[src/hw/rtl/hbe_pkg.sv]
// ----------------------------------------------------------------------------
// hbe_pkg
// Shared types and constants of the Huffman build-and-encode block.
// ----------------------------------------------------------------------------
`default_nettype none

package hbe_pkg;

  localparam int unsigned LEAVES     = 256;
  localparam int unsigned TREE_NODES = 511;
  localparam int unsigned NODE_AW    = 9;
  localparam int unsigned SYM_W      = 8;
  localparam int unsigned PATH_MAX   = 256;
  localparam logic [7:0]  TOP_BIT    = 8'h80;

  typedef enum logic [1:0] {
    REQ_COUNT  = 2'd0,
    REQ_ENCODE = 2'd1,
    REQ_FLUSH  = 2'd2,
    REQ_NONE   = 2'd3
  } req_e;

  typedef enum logic [3:0] {
    ST_IDLE, ST_CNT_RD, ST_CNT_WR, ST_INIT_RD, ST_INIT_WR, ST_SCAN, ST_SCAN_TAIL,
    ST_MRG_LO, ST_MRG_HI, ST_MRG_FR, ST_WALK_RD, ST_WALK_CHK, ST_POP, ST_FLUSH
  } state_e;

  typedef enum logic [3:0] {
    CMD_NONE, CMD_LOAD, CMD_CNT_RD, CMD_CNT_WR, CMD_INIT_RD, CMD_INIT_WR, CMD_SCAN,
    CMD_SCAN_TAIL, CMD_MRG_LO, CMD_MRG_HI, CMD_MRG_FR, CMD_WALK_RD, CMD_WALK_CHK,
    CMD_POP, CMD_FLUSH
  } cmd_e;

  typedef struct packed {
    logic tree_ready;
    logic init_last;
    logic scan_last;
    logic fresh_last;
    logic walk_up;
    logic depth_zero;
    logic pop_last;
  } status_t;

endpackage

`default_nettype wire

[src/hw/rtl/hbe_ctrl.sv]
// ----------------------------------------------------------------------------
// hbe_ctrl
// Sequencer for count, tree build, code walk, bit packing and flush.
// ----------------------------------------------------------------------------
`default_nettype none

module hbe_ctrl (
  input  wire logic             clk_i,
  input  wire logic             rst_ni,
  input  wire logic             start,
  input  wire logic [1:0]       req_type_i,
  input  wire hbe_pkg::status_t status_i,
  output hbe_pkg::cmd_e         cmd_o,
  output logic                  busy
);

  hbe_pkg::state_e state_q, state_d;

  always_ff @(posedge clk_i or negedge rst_ni) begin
    if (!rst_ni) begin
      state_q <= hbe_pkg::ST_IDLE;
    end else begin
      state_q <= state_d;
    end
  end

  always_comb begin
    state_d = state_q;
    unique case (state_q)
      hbe_pkg::ST_IDLE: begin
        if (start) begin
          unique case (hbe_pkg::req_e'(req_type_i))
            hbe_pkg::REQ_COUNT:  state_d = hbe_pkg::ST_CNT_RD;
            hbe_pkg::REQ_ENCODE: state_d = status_i.tree_ready ? hbe_pkg::ST_WALK_RD
                                                               : hbe_pkg::ST_INIT_RD;
            hbe_pkg::REQ_FLUSH:  state_d = hbe_pkg::ST_FLUSH;
            default:             state_d = hbe_pkg::ST_IDLE;
          endcase
        end
      end
      hbe_pkg::ST_CNT_RD:    state_d = hbe_pkg::ST_CNT_WR;
      hbe_pkg::ST_CNT_WR:    state_d = hbe_pkg::ST_IDLE;
      hbe_pkg::ST_INIT_RD:   state_d = hbe_pkg::ST_INIT_WR;
      hbe_pkg::ST_INIT_WR:   state_d = status_i.init_last ? hbe_pkg::ST_SCAN
                                                          : hbe_pkg::ST_INIT_RD;
      hbe_pkg::ST_SCAN:      state_d = status_i.scan_last ? hbe_pkg::ST_SCAN_TAIL
                                                          : hbe_pkg::ST_SCAN;
      hbe_pkg::ST_SCAN_TAIL: state_d = hbe_pkg::ST_MRG_LO;
      hbe_pkg::ST_MRG_LO:    state_d = hbe_pkg::ST_MRG_HI;
      hbe_pkg::ST_MRG_HI:    state_d = hbe_pkg::ST_MRG_FR;
      hbe_pkg::ST_MRG_FR:    state_d = status_i.fresh_last ? hbe_pkg::ST_WALK_RD
                                                           : hbe_pkg::ST_SCAN;
      hbe_pkg::ST_WALK_RD:   state_d = hbe_pkg::ST_WALK_CHK;
      hbe_pkg::ST_WALK_CHK: begin
        if (status_i.walk_up) begin
          state_d = hbe_pkg::ST_WALK_RD;
        end else if (status_i.depth_zero) begin
          state_d = hbe_pkg::ST_IDLE;
        end else begin
          state_d = hbe_pkg::ST_POP;
        end
      end
      hbe_pkg::ST_POP:       state_d = status_i.pop_last ? hbe_pkg::ST_IDLE : hbe_pkg::ST_POP;
      hbe_pkg::ST_FLUSH:     state_d = hbe_pkg::ST_IDLE;
      default:               state_d = hbe_pkg::ST_IDLE;
    endcase
  end

  always_comb begin
    busy  = (state_q != hbe_pkg::ST_IDLE);
    cmd_o = hbe_pkg::CMD_NONE;
    unique case (state_q)
      hbe_pkg::ST_IDLE:      cmd_o = start ? hbe_pkg::CMD_LOAD : hbe_pkg::CMD_NONE;
      hbe_pkg::ST_CNT_RD:    cmd_o = hbe_pkg::CMD_CNT_RD;
      hbe_pkg::ST_CNT_WR:    cmd_o = hbe_pkg::CMD_CNT_WR;
      hbe_pkg::ST_INIT_RD:   cmd_o = hbe_pkg::CMD_INIT_RD;
      hbe_pkg::ST_INIT_WR:   cmd_o = hbe_pkg::CMD_INIT_WR;
      hbe_pkg::ST_SCAN:      cmd_o = hbe_pkg::CMD_SCAN;
      hbe_pkg::ST_SCAN_TAIL: cmd_o = hbe_pkg::CMD_SCAN_TAIL;
      hbe_pkg::ST_MRG_LO:    cmd_o = hbe_pkg::CMD_MRG_LO;
      hbe_pkg::ST_MRG_HI:    cmd_o = hbe_pkg::CMD_MRG_HI;
      hbe_pkg::ST_MRG_FR:    cmd_o = hbe_pkg::CMD_MRG_FR;
      hbe_pkg::ST_WALK_RD:   cmd_o = hbe_pkg::CMD_WALK_RD;
      hbe_pkg::ST_WALK_CHK:  cmd_o = hbe_pkg::CMD_WALK_CHK;
      hbe_pkg::ST_POP:       cmd_o = hbe_pkg::CMD_POP;
      hbe_pkg::ST_FLUSH:     cmd_o = hbe_pkg::CMD_FLUSH;
      default:               cmd_o = hbe_pkg::CMD_NONE;
    endcase
  end

endmodule

`default_nettype wire

[config.mk]
export PLATFORM = sky130hd
export DESIGN_NAME = hbe_ctrl
export DESIGN_NICKNAME = d
export VERILOG_FILES = /design/src/hw/rtl/hbe_pkg.sv /design/src/hw/rtl/hbe_ctrl.sv
export SDC_FILE = /design/constraint.sdc
export NUM_CORES = 1
export LEC_CHECK = 0
export ABC_AREA = 1
export BUFFER_PORTS_ARGS = -buffer_cell sky130_fd_sc_hd__buf_2
export CORE_AREA = 4 4 41 43
export CTS_CLUSTER_DIAMETER = 30
export CTS_CLUSTER_SIZE = 30
export DETAILED_ROUTE_END_ITERATION = 12
export DIE_AREA = 0 0 45 47
export SLEW_MARGIN = 20
export SYNTH_ARGS = -nofsm -noshare
export SYNTH_HDL_FRONTEND = slang
export SYNTH_SLANG_ARGS = --single-unit
[constraint.sdc]
create_clock -name clk_i -period 3.8 [get_ports clk_i]
set_clock_uncertainty 0.15 [all_clocks]
set_input_delay 0.76 -clock clk_i [delete_from_list [all_inputs] [get_ports clk_i]]
set_output_delay 0.76 -clock clk_i [all_outputs]
set_load 0.01 [all_outputs]
==> impl_metrics.tcl, run 1 <==
set metrics [dict create \
    status "finished clean" \
    tightest_slew_ps 256.8 \
    cts_buffers 3 \
    ys_ff_latch 4 \
    start_kind "flop" \
    synth_cell_type_count 15 \
    crit_slowest_cell "dfrtp_1" \
    antenna_found_initial 0 \
    clock_sinks 4 \
    ant_nets 0 \
    drcViolationCount 0 \
    fin_hold_ws_ps 172.8 \
    path_cells "nor2_2 > o21ai_0 > nand2_1 > buf_2" \
    largest_reg_flops 4 \
    utilization 0.4538 \
    grt_usage 0.1279 \
    critical_path_required_ps 2890 \
    grt_pass1_vias 505 \
    rows 13 \
    final.fill_count 142 \
    report.power.total_uw 418.6 \
    cts_buffer_depth 2 \
    clock.fmax_mhz 456.6 \
    top_register "state_q" \
    hold_path_class "input pin to asynchronous set/reset pin" \
    slew_violations 0 \
    min_period_ps 2190 \
    die_y_um 47 \
    crit_type "flop to output port" \
    crit_fanout 6 \
    syn_to_final_growth_pct 25.87 \
    clkTransAtPathRegs_ps 40 \
    layout.cells.non_filler 124 \
    dr.first_iter.drc_count 17 \
    ir_drop_v 0.0003376 \
    top_regs "state_q (4)" \
    vias_per_cell 4.935 \
    syn_inst 90 \
    core_um2 1301 \
    initial_utilization 0.3606 \
    cts_resized 0 \
    period_share 0.5763 \
    clockRootBuffer "clkbuf_4" \
    grt_max_degree 7 \
    crit_path_end_kind "output port" \
    layout_common_cells "nand2_1, nor2_1, buf_2" \
    syn_area_per_cell_um2 5.213 \
    portBuffers 16 \
    pin_count 17 \
    synth_fp_nets 102 \
    maxCapViolCount 0 \
    clock_latency_ps 230 \
    routedWlPerCell_um 10.02 \
    drive_above_1_share 0.2661 \
    mostFrequentLayoutCell "nand2_1" \
    hold_viol_final 0 \
    grt_setup_unrepaired "false" \
    dr_total_vias 612 \
    dpl.hpwl_mm 1.048 \
    relSlewSlack 0.8286 \
    slowest_delay_ps 450 \
    setup_violations 0 \
    ctsHoldBuffers 0 \
    grt_pass1_wl_mm 1.945 \
    dr.pass1.iters 4 \
    gp_congestion 0.8207 \
    placedCellCount 121 \
    wl_mm 1.242 \
    cts_tree "done" \
    die_w_um 45 \
    setup_total_negative_slack_ps 0 \
    overflow 0 \
    arrival_ps 1280 \
    cts_setup_buffers 0 \
    synth_warnings 0 \
    cellPowerDensity_nw_per_um2 708.8 \
    fin_nets 123 \
    cts_htree_levels 1 \
    dieArea_um2 2115 \
    n_antenna_cell 0 \
    leakage_nw 0.3448 \
    synth_seq_area_share 0.2133 \
    syn_area_um2 469.2 \
]
## metal layers
layer	share of wire	track usage
met3	0.051	0.01533
met1	0.42	0.1455
met2	0.52	0.2316
met4	0.015	0.07018
met5	0	0
## where the power goes
part	internal, mW	switching, mW
sequential	0.0614	0.0317
combinational	0.0964	0.178
clock	0.0352	0.0160
total	0.193	0.226
## through the flow
step | instance area, um2 | worst slack (ps)
2_1_floorplan | 469.2 | 1896
3_3_place_gp | 568.0 | 1662
3_5_place_dp | 568.0 | 1660
4_1_cts | 590.6 | 1594
5_1_grt | 590.6 | 1517
6_report | 590.6 | 1610
## cells in the mapped netlist (all sizes together)
| library cell | n | share of area |
|---|---|---|
| a21oi | 3 | 0.032 |
| clkinv | 1 | 0.0080 |
| dfrtp | 4 | 0.21 |
| inv | 11 | 0.088 |
| nand2 | 28 | 0.23 |
| nand3 | 11 | 0.12 |
| nand3b | 1 | 0.016 |
| nor2 | 25 | 0.22 |
| nor3b | 1 | 0.016 |
| o21a | 1 | 0.016 |
| o21ai | 4 | 0.043 |
## final cells by class
cell class,count,area (um2),area share
flip-flops and latches,4,100.1,0.1695
repair buffers,16,80.08,0.1356
multi-input cells,74,324.1,0.5487
well taps,15,18.77,0.03178
inverters,12,45.04,0.07627
clock buffers,3,22.52,0.03814
## cell families after synthesis
kind of cell,count (synthesis),share of synthesized area
flip-flops,4,0.2133
AND/OR/NAND/NOR,66,0.6000
AO/OA/AOI/OAI,8,0.09066
buffers and inverters,12,0.09599
## critical path, delay by kind of cell (launching register included)
family,cells,cell delay (ps)
buffers and inverters,1,120
AOI/OAI and AO/OA,1,130
and+or+nand+nor,2,350
DFF,1,450
## final timing paths
| kind | startpoint | end | slack [ps] | depth (start not counted) |
|---|---|---|---|---|
| setup / recovery | state_q[1] | cmd_o[0] | 1610 | 4 |
| min in group clk_i | start | state_q[3] | 680 | 3 |
| max in group asynchronous | rst_ni | state_q[1] | 3210 | 1 |
| hold / removal | rst_ni | state_q[2] | 170 | 1 |
| hold reg to reg | state_q[2] | state_q[2] | 700 | 5 |
| setup reg to reg | state_q[1] | state_q[0] | 2350 | 4 |
Power figures use the tool's default switching activity.
==> run 2: changes to the inputs <==
==> constraint.sdc (replaced) <==
create_clock -name clk_i -period 2.1 [get_ports clk_i]
set_clock_uncertainty 0.15 [all_clocks]
set_input_delay 0.42 -clock clk_i [delete_from_list [all_inputs] [get_ports clk_i]]
set_output_delay 0.42 -clock clk_i [all_outputs]
set_load 0.01 [all_outputs]
==> impl_metrics.tcl, run 2 (synthesis gave the netlist of run 1 again) <==
set metrics [dict create \
    status "finished clean" \
    hp-start "start" \
    overflow 0 \
    min_period_ps 1828 \
    gp_congestion 0.8450 \
    start_kind "flop" \
    fin_hold_ws_ps 351.8 \
    routedWlPerCell_um 10.01 \
    grt_pass1_vias 546 \
    crit_fanout 6 \
    hold_path_class "input pin to flop" \
    grt_usage 0.1262 \
    grt_pass1_wl_mm 1.987 \
    vias_per_cell 4.728 \
    ir_drop_v 0.0006402 \
    cts_htree_levels 1 \
    wl_mm 1.251 \
    drive_above_1_share 0.2636 \
    die_y_um 47 \
    cts_buffers 3 \
    setup_total_negative_slack_ps 0 \
    maxCapViolCount 0 \
    tightest_slew_ps 242.9 \
    clkTransAtPathRegs_ps 40 \
    crit_start "state_q[1]" \
    utilization 0.4615 \
    dr_total_vias 591 \
    antenna_found_initial 0 \
    cts_buffer_depth 2 \
    mostFrequentLayoutCell "nand2_1" \
    multi_input_area_um2 324.1 \
    critical_path_required_ps 1530 \
    pin_count 17 \
    r2r-start "state_q[1]" \
    arrival_ps 1260 \
    core_um2 1301 \
    dpl.hpwl_mm 1.064 \
    relSlewSlack 0.8381 \
    cts_resized 0 \
    drcViolationCount 0 \
    period_share 0.8705 \
    n_antenna_cell 0 \
    cellPowerDensity_nw_per_um2 1259 \
    slew_violations 0 \
    clockRootBuffer "clkbuf_4" \
    layout_common_cells "nand2_1, nor2_1, buf_2" \
    setup_violations 0 \
    portBuffers 16 \
    hold_viol_final 0 \
    clock.fmax_mhz 547.0 \
    dieArea_um2 2115 \
    final.fill_count 150 \
    top_register "state_q" \
    largest_reg_flops 4 \
    clock_sinks 4 \
    crit_path_end_kind "output port" \
    rows 13 \
    fin_nets 124 \
    dr.first_iter.drc_count 14 \
    crit_type "flop to output port" \
    syn_to_final_growth_pct 28.00 \
    cts_tree "done" \
    dr.pass1.iters 4 \
    grt_setup_unrepaired "false" \
    die_w_um 45 \
    clock_latency_ps 230 \
    ant_nets 0 \
    grt_max_degree 7 \
    leakage_nw 0.3489 \
    seqCellArea_um2 100.1 \
    r2r_setup_slack_ps 700 \
    initial_utilization 0.3606 \
    top_regs "state_q (4)" \
]
run 2: final timing paths:
path | cells after the start | end
worst max register to register | 4 | state_q[1]
worst min register to register | 4 | state_q[2]
worst max-delay path | 4 | cmd_o[0]
worst min-delay path | 3 | state_q[3]
min in group asynchronous | 2 | state_q[2]
max in group asynchronous | 2 | state_q[1]
run 2: final cells by class:
| class | instances | share of cell area |
|---|---|---|
| multi-input combinational | 74 | 0.5396 |
| sequential | 4 | 0.1667 |
| timing repair buffer | 17 | 0.1500 |
| inverter | 12 | 0.07500 |
| clock buffer | 3 | 0.03750 |
| tap | 15 | 0.03125 |
run 2: where the power goes:
part	internal, mW	total, mW	switching (mW)	leakage, nW
clock network	0.0638	0.0936	0.0297	0.0138
logic	0.176	0.494	0.318	0.284
registers	0.111	0.169	0.0579	0.0513
total	0.350	0.756	0.406	0.349
run 2: through the flow:
stage               setup slack, ps  cells  cell area, um2  total power [mW]
floorplan                     664.4     90           469.2            0.5143
global placement              542.8    121           568.0            0.6665
detailed placement            508.4    121           568.0            0.6603
CTS                           258.5    125           600.6            0.7609
global route                  172.3    125           600.6            0.8378
finish                        272.0    125           600.6            0.7560
run 2: repair_timing:
| action | in CTS | in global routing |
|---|---|---|
| buffers inserted | 0 | 0 |
| hold endpoints to repair | 4 | 0 |
| hold buffers | 1 | 0 |
run 2: worst max-delay path, cell delays in order (launching register included):
cell and delay, ps:
dfrtp_1 450, nor2_2 260, o21ai_0 130, nand2_1 70
buf_2 120
run 2: layer usage:
| layer | global-route usage | up-vias | wire (um) |
|---|---|---|---|
| met4 | 0.06433 | 0 | 0 |
| met5 | 0 | - | 0 |
| met3 | 0.02682 | 0 | 40 |
| met1 | 0.1429 | 258 | 550 |
| li1 | - | 324 | - |
| met2 | 0.2232 | 9 | 660 |
==> run 3: changes to the inputs <==
==> constraint.sdc (replaced) <==
create_clock -name clk_i -period 2.1 [get_ports clk_i]
set_clock_uncertainty 0.15 [all_clocks]
set_input_delay 0.21 -clock clk_i [delete_from_list [all_inputs] [get_ports clk_i]]
set_output_delay 0.21 -clock clk_i [all_outputs]
set_load 0.01 [all_outputs]
==> impl_metrics.tcl, run 3 (synthesis gave the netlist of run 1 again) <==
set metrics [dict create \
    n_antenna_cell 0 \
    antenna_found_initial 0 \
    core_um2 1301 \
    tightest_slew_ps 287.8 \
    critical_path_required_ps 1740 \
    slew_violations 0 \
    crit_path_end_kind "output port" \
    start_kind "flop" \
    syn_to_final_growth_pct 28.00 \
    drcViolationCount 0 \
    rows 13 \
    grt_setup_unrepaired "false" \
    dieArea_um2 2115 \
    grt_usage 0.1230 \
    ir_drop_v 0.0007026 \
    dr.first_iter.drc_count 21 \
    dr.pass1.iters 5 \
    layout.cells.non_filler 125 \
    wl_mm 1.237 \
    drive_above_1_share 0.2636 \
    dpl.hpwl_mm 1.027 \
    vias_per_cell 4.800 \
    hold_path_class "input pin to flop" \
    leakage_nw 0.3489 \
    hold_depth 3 \
    cts_buffer_depth 2 \
    setup_total_negative_slack_ps 0 \
    clock.fmax_mhz 608.4 \
    cellPowerDensity_nw_per_um2 1260 \
    hold_viol_final 0 \
    top_register "state_q" \
    initial_utilization 0.3606 \
    status "finished clean" \
    overflow 0 \
    routedWlPerCell_um 9.896 \
    fin_nets 124 \
    cts_buffers 3 \
    min_period_ps 1644 \
    placedCellCount 121 \
    largest_reg_flops 4 \
    crit_type "flop to output port" \
    maxCapViolCount 0 \
    grt_max_degree 7 \
    clock_latency_ps 230 \
    gp_congestion 0.8479 \
    die_y_um 47 \
    grt_pass1_vias 514 \
    cts_tree "done" \
    setup_violations 0 \
    dpl_cell_area_um2 568.0 \
    dr_total_vias 600 \
    report.power.total_uw 756.9 \
    ant_nets 0 \
    arrival_ps 1280 \
    pin_count 17 \
    top_regs "state_q (4)" \
    layout_common_cells "nand2_1, nor2_1, buf_2" \
    rr_worst_depth 4 \
    grt_pass1_wl_mm 1.911 \
    portBuffers 16 \
    clkTransAtPathRegs_ps 40 \
    die_w_um 45 \
    cts_htree_levels 1 \
    crit_fanout 6 \
    finalInstanceArea_um2 600.6 \
    mostFrequentLayoutCell "nand2_1" \
    relSlewSlack 0.8074 \
    clockRootBuffer "clkbuf_4" \
    clock_sinks 4 \
    period_share 0.7826 \
]
run 3: cell counts in the layout (fill, tap and decap cells not counted):
Identical to the previous run, type by type.
run 3: stage by stage:
stage	hold WS (ps)	util	setup WS [ps]
4_1_cts	118.8	0.4615	443.8
5_1_grt	153.2	0.4615	358.7
6_report	124.1	0.4615	456.4
3_3_place_gp	-134.5	0.4365	712.3
2_1_floorplan	-235.6	-	796.7
3_5_place_dp	-134.8	0.4365	702.2
run 3: cell type report:
| cell class | count | area (um2) |
|---|---|---|
| repair buffers | 17 | 90.09 |
| well taps | 15 | 18.77 |
| inverters | 12 | 45.04 |
| clock buffers | 3 | 22.52 |
| fillers | 140 | 700.7 |
| flip-flops and latches | 4 | 100.1 |
| multi-input cells | 74 | 324.1 |
run 3: worst paths after layout:
| check | start | end | slack [ps] |
|---|---|---|---|
| worst max-delay path | state_q[1] | cmd_o[0] | 460 |
| worst min-delay path | start | state_q[1] | 120 |
| worst max register to register | state_q[3] | state_q[2] | 700 |
| worst min register to register | state_q[0] | state_q[1] | 710 |
| max in group asynchronous | rst_ni | state_q[2] | 1520 |
| min in group asynchronous | rst_ni | state_q[0] | 170 |
run 3: what timing repair did:
item,CTS,global route
hold endpoints to repair,4,0
setup buffers,0,0
setup endpoints to repair,0,0
hold buffers,1,0
resized for setup,0,0
run 3: metal layers:
layer,share of wire,wire [um],up-vias,global-route usage
met5,0,0,-,0
met4,0.011,14,0,0.07018
met3,0.037,46,2,0.01149
met2,0.52,646,15,0.2119
met1,0.43,529,259,0.1498
li1,-,-,324,-
run 3: report_power, final:
| group | internal, mW | switching (mW) | total (mW) | leakage [nW] |
|---|---|---|---|---|
| registers | 0.111 | 0.0578 | 0.169 | 0.0513 |
| clock network | 0.0638 | 0.0289 | 0.0926 | 0.0138 |
| logic | 0.176 | 0.320 | 0.495 | 0.284 |
run 3: critical path, stage by stage (launching register included):
cell and delay [ps]:
dfrtp_1 460, nor2_2 260, o21ai_0 140, nand2_1 70
buf_2 120
